`src/rtl/qau_pkg.sv`:
```
// qau_pkg: shared widths, operation codes and lane decode for the quaternion unit
// no dependencies; imported by qau_mult, qau_lane and quaternion_arith_unit
`timescale 1ns / 1ps

package qau_pkg;

    localparam int COMP_WIDTH = 16;
    localparam int FRAC_BITS  = 12;
    localparam int LANES      = 4;
    localparam int PROD_W     = 2 * COMP_WIDTH;
    localparam int ACC_W      = 2 * COMP_WIDTH + 3;
    localparam int LIN_W      = COMP_WIDTH + 1;

    typedef logic signed [COMP_WIDTH-1:0] comp_t;
    typedef logic signed [PROD_W-1:0]     prod_t;
    typedef logic signed [ACC_W-1:0]      acc_t;
    typedef logic signed [LIN_W-1:0]      lin_t;

    typedef enum logic [2:0] {
        OP_MUL   = 3'd0,
        OP_ADD   = 3'd1,
        OP_SUB   = 3'd2,
        OP_CONJ  = 3'd3,
        OP_CROSS = 3'd4,
        OP_COMM  = 3'd5,
        OP_DOT   = 3'd6
    } op_t;

    typedef struct packed {
        logic [LANES-1:0] use_term;
        logic [LANES-1:0] neg_term;
        logic             dbl;
        logic             rnd;
    } lane_ctl_t;

    localparam acc_t RND_HALF = acc_t'(1) << (FRAC_BITS - 1);
    localparam acc_t COMP_MAX = acc_t'((64'sd1 <<< (COMP_WIDTH - 1)) - 64'sd1);
    localparam acc_t COMP_MIN = acc_t'(-(64'sd1 <<< (COMP_WIDTH - 1)));

    // term k of lane l is a[k] * b[k ^ l]
    localparam logic [LANES-1:0] NEG_MUL [LANES] = '{4'b1110, 4'b1000, 4'b0010, 4'b0100};
    localparam logic [LANES-1:0] USE_CRS [LANES] = '{4'b0000, 4'b1100, 4'b1010, 4'b0110};
    localparam logic [LANES-1:0] USE_DOT = 4'b1110;

    function automatic lane_ctl_t lane_decode(input logic [2:0] cmd, input logic [1:0] lane);
        lane_ctl_t c;
        c = '0;
        case (op_t'(cmd))
            OP_MUL: begin
                c.use_term = '1;
                c.neg_term = NEG_MUL[lane];
                c.rnd      = 1'b1;
            end
            OP_CROSS: begin
                c.use_term = USE_CRS[lane];
                c.neg_term = NEG_MUL[lane] & USE_CRS[lane];
                c.rnd      = 1'b1;
            end
            OP_COMM: begin
                c.use_term = USE_CRS[lane];
                c.neg_term = NEG_MUL[lane] & USE_CRS[lane];
                c.dbl      = 1'b1;
                c.rnd      = 1'b1;
            end
            OP_DOT: begin
                c.use_term = (lane == 2'd0) ? USE_DOT : '0;
                c.rnd      = 1'b1;
            end
            default: begin
                c = '0;
            end
        endcase
        return c;
    endfunction

endpackage

```
`src/rtl/qau_lane.sv`:
```
// qau_lane: one result component, signed sum of four products (stage 2), round and clip (stage 3)
// depends on qau_pkg
`timescale 1ns / 1ps

module qau_lane
    import qau_pkg::*;
(
    input  logic      aclk,
    input  logic      en_sum,
    input  logic      en_out,
    input  prod_t     prod [LANES],
    input  lin_t      lin,
    input  lane_ctl_t ctl,
    output comp_t     r,
    output logic      sat
);

    acc_t  acc_reg;
    acc_t  acc_next;
    logic  rnd_reg;
    acc_t  rnd_sum;
    acc_t  rounded;
    comp_t r_reg;
    comp_t r_next;
    logic  sat_reg;
    logic  sat_next;

    // signed sum of the selected terms
    always_comb begin
        acc_next = acc_t'(lin);
        for (int k = 0; k < LANES; k++) begin
            if (ctl.use_term[k]) begin
                if (ctl.neg_term[k]) begin
                    acc_next = acc_next - acc_t'(prod[k]);
                end else begin
                    acc_next = acc_next + acc_t'(prod[k]);
                end
            end
        end
        if (ctl.dbl) begin
            acc_next = acc_next <<< 1;
        end
    end

    always_ff @(posedge aclk) begin
        if (en_sum) begin
            acc_reg <= acc_next;
            rnd_reg <= ctl.rnd;
        end
    end

    // round half up when rnd is set, then clip
    always_comb begin
        rnd_sum = acc_reg + RND_HALF;
        rounded = rnd_reg ? (rnd_sum >>> FRAC_BITS) : acc_reg;
        if (rounded > COMP_MAX) begin
            r_next   = COMP_MAX[COMP_WIDTH-1:0];
            sat_next = 1'b1;
        end else if (rounded < COMP_MIN) begin
            r_next   = COMP_MIN[COMP_WIDTH-1:0];
            sat_next = 1'b1;
        end else begin
            r_next   = rounded[COMP_WIDTH-1:0];
            sat_next = 1'b0;
        end
    end

    always_ff @(posedge aclk) begin
        if (en_out) begin
            r_reg   <= r_next;
            sat_reg <= sat_next;
        end
    end

    assign r   = r_reg;
    assign sat = sat_reg;

endmodule

```
`config.mk`:
```
export PLATFORM = sky130hd
export DESIGN_NAME = qau_lane
export DESIGN_NICKNAME = d
export VERILOG_FILES = /design/src/rtl/qau_pkg.sv /design/src/rtl/qau_lane.sv
export SDC_FILE = /design/constraint.sdc
export NUM_CORES = 1
export LEC_CHECK = 0
export ABC_AREA = 1
export BUFFER_PORTS_ARGS = -buffer_cell sky130_fd_sc_hd__buf_2
export CORE_UTILIZATION = 62
export DETAILED_ROUTE_END_ITERATION = 12
export PLACE_DENSITY = 0.84
export SYNTH_ARGS = -nofsm -noshare
export SYNTH_HDL_FRONTEND = slang
export SYNTH_SLANG_ARGS = --single-unit
```
`constraint.sdc`:
```
create_clock -name aclk -period 11.84 [get_ports aclk]
set_input_delay 1.776 -clock aclk [delete_from_list [all_inputs] [get_ports aclk]]
set_output_delay 1.776 -clock aclk [all_outputs]
set_load 0.02 [all_outputs]
```
==> flow_metrics.tcl <==
set metrics [dict create \
    status "completed" \
    whs_endpoint "r[6]" \
    holdBufCountCts 0 \
    area_delta_synth_final_pct 8.382 \
    numPortBuffers 174 \
    gp_congestion 1.034 \
    cpMaxStageDelayCell "ha_1" \
    drive_gt1_frac 0.08781 \
    end_kind "flop" \
    clk_latency_ps 300 \
    grt_pass1_wl_um 72680 \
    dr.pass1.iters 7 \
    routed_wl_um 45810 \
    hold_depth 2 \
    coreArea_um2 23610 \
    critical_path_class "in2reg" \
    synthTopCellsByArea "nand2_1 17%, ha_1 11%, edfxtp_1 11%" \
    io_pins 175 \
    avgSynthCellArea_um2 5.851 \
    die_h_um 157.7 \
    viasPerCell 5.697 \
    tns_ps 0 \
    final_cell_area_um2 16290 \
    arrival_ps 10850 \
    synth.top_cell.area_share 0.1668 \
    grt_pass1_vias 15910 \
    max_freq_mhz 92.64 \
    nNetsFinal 2998 \
    syn_nets 2869 \
    period_needed_ps 10790 \
    dp_hpwl_um 39180 \
    placed_cell_area_um2 16110 \
    ant_nets 0 \
    antenna_found_initial 6 \
    cts_sinks 53 \
    r2r_slack_ps 8440 \
    netlist_area_um2 15030 \
    worstMarginPinSlew_ps 981.1 \
    gr-usage-all-layers 0.3625 \
    r2r_start "acc_reg[12]" \
    crit_path_max_fanout 6 \
    start_util 0.6366 \
    final_cell_mix "668 x nand2_1, 364 x inv_1, 212 x nand3_1" \
    worst_path_largest_cell_delay_ps 380 \
    post-route-period-util 0.9117 \
    die_w_um 157.7 \
    grt_max_degree 52 \
    synth_ff_type "edfxtp_1" \
    p_leak_nw 8.418 \
    rr_endpoint "r[0]" \
    max-slew-margin-rel 0.3452 \
    final_common_cell "nand2_1" \
    finClkSkew_ps 11.99 \
    worst_slack_ps 1045 \
    largest_register_ffs 35 \
    netlist_instances 2569 \
    routedWlPerCell_um 15.15 \
    rsz0062_at_grt "no" \
    post-place-ws_ps 667.9 \
    drt-initial-drc-count 1243 \
    min_path_type "reg2reg" \
    setup_viol 0 \
    ys_seq_area_frac 0.1059 \
    yosysTopAreaCell "nand2_1" \
    htree_levels 2 \
    timing.critical_path.mode_cell "nand2_1" \
    clk_pin_slew_ps 80 \
    cts_root_buffer "clkbuf_16" \
    synth_seq_cells 53 \
    synth.distinct_cells 55 \
    required_ps 11890 \
    irDropWorstVdd_mv 0.1199 \
    cts_tree "yes" \
    power_density_nw_per_um2 145.8 \
    drc 0 \
    overflow 0 \
    reg2reg_depth 17 \
    start_kind "primary input" \
    synth_async_sr_flop_share 0 \
    rows 56 \
    via_count 17230 \
    clockBufferDepth 2 \
    synth-edff-count 53 \
    drv_cap 0 \
    yosysWarnings 0 \
    maxSlewViolCount 0 \
    hold_viol 0 \
    cts_made_buffers 5 \
    hold_path.startpoint "acc_reg[6]" \
    die-area_um2 24870 \
]
[critical path: cells and delay by family]
| family | cells | cell delay, ps |
|---|---|---|
| fa+ha+maj | 4 | 1410 |
| xor+xnor | 2 | 290 |
| compound gates | 10 | 2080 |
| simple gates | 38 | 4460 |
| buf+inv | 10 | 810 |
[area by class of cell]
cell class	instances	area (um2)
flip-flops and latches	53	1592
fillers	2231	7321
diodes	6	15.01
clock inverters	3	28.78
well taps	319	399.1
repair buffers	179	908.4
multi-input cells	2090	11840
inverters	369	1385
clock buffers	5	125.1
[power by group]
part,internal [mW],switching [mW]
registers,0.283,0.0378
logic,0.696,1.21
clock network,0.0811,0.0703
total,1.06,1.31
[metal layers]
layer,vias to the layer above,share of wire,track usage
met1,7681,0.41,0.4062
met3,130,0.050,0.03121
met5,-,0,0
li1,8794,-,-
met2,623,0.49,0.6751
met4,0,0.048,0.1928
[cells by family after synthesis]
| group | synth area share |
|---|---|
| AOI/OAI and AO/OA | 0.1784 |
| xor gates and xnor gates | 0.1259 |
| adders and majority gates | 0.1202 |
| buffers and inverters | 0.1073 |
| DFF | 0.1059 |
| muxes | 0.001998 |
| and+or+nand+nor | 0.3604 |
[what timing repair did]
action,CTS,global route
buffers inserted,0,0
setup endpoints to repair,0,1
resized for setup,0,3
[worst max-delay path by stage]
stage,start,end,slack (ps)
final,prod[97],acc_reg[34],1050
after global routing,prod[97],acc_reg[34],40
after CTS,prod[97],acc_reg[34],950
after detailed placement,prod[97],acc_reg[34],670
after global placement,prod[96],acc_reg[34],770
after floorplan,prod[97],acc_reg[34],2580
[synthesized netlist by cell type (all sizes together), types with 2 or more instances]
library cell  instances
o221ai                3
o21a                 15
fa                    4
inv                 366
nand4                46
ha                  138
o2111ai               2
nor4                 20
xor2                139
a41oi                 2
a221oi                2
clkinv                3
edfxtp               53
nor2                218
mux2i                 3
a31oi                23
nand2               669
o21bai               17
clkbuf               43
nand3               216
nor3b                 2
xnor2                77
or2                  23
o211ai               20
nor3                 50
o31ai                14
and2                  5
a21o                  8
a21oi               166
a21boi                8
a211oi                3
o21ai               182
nand3b               10
buf                  14
[stage by stage]
step	hold WS, ps	cells	utilization	power [mW]
final	564.8	3024	0.6900	2.375
after global routing	587.0	3021	0.6896	2.620
after CTS	560.2	3018	0.6889	2.336
after detailed placement	548.3	3010	0.6823	2.178
after global placement	536.6	3010	0.6823	2.137
after floorplan	523.7	2569	-	1.756
(Power assumes the default switching activity.)
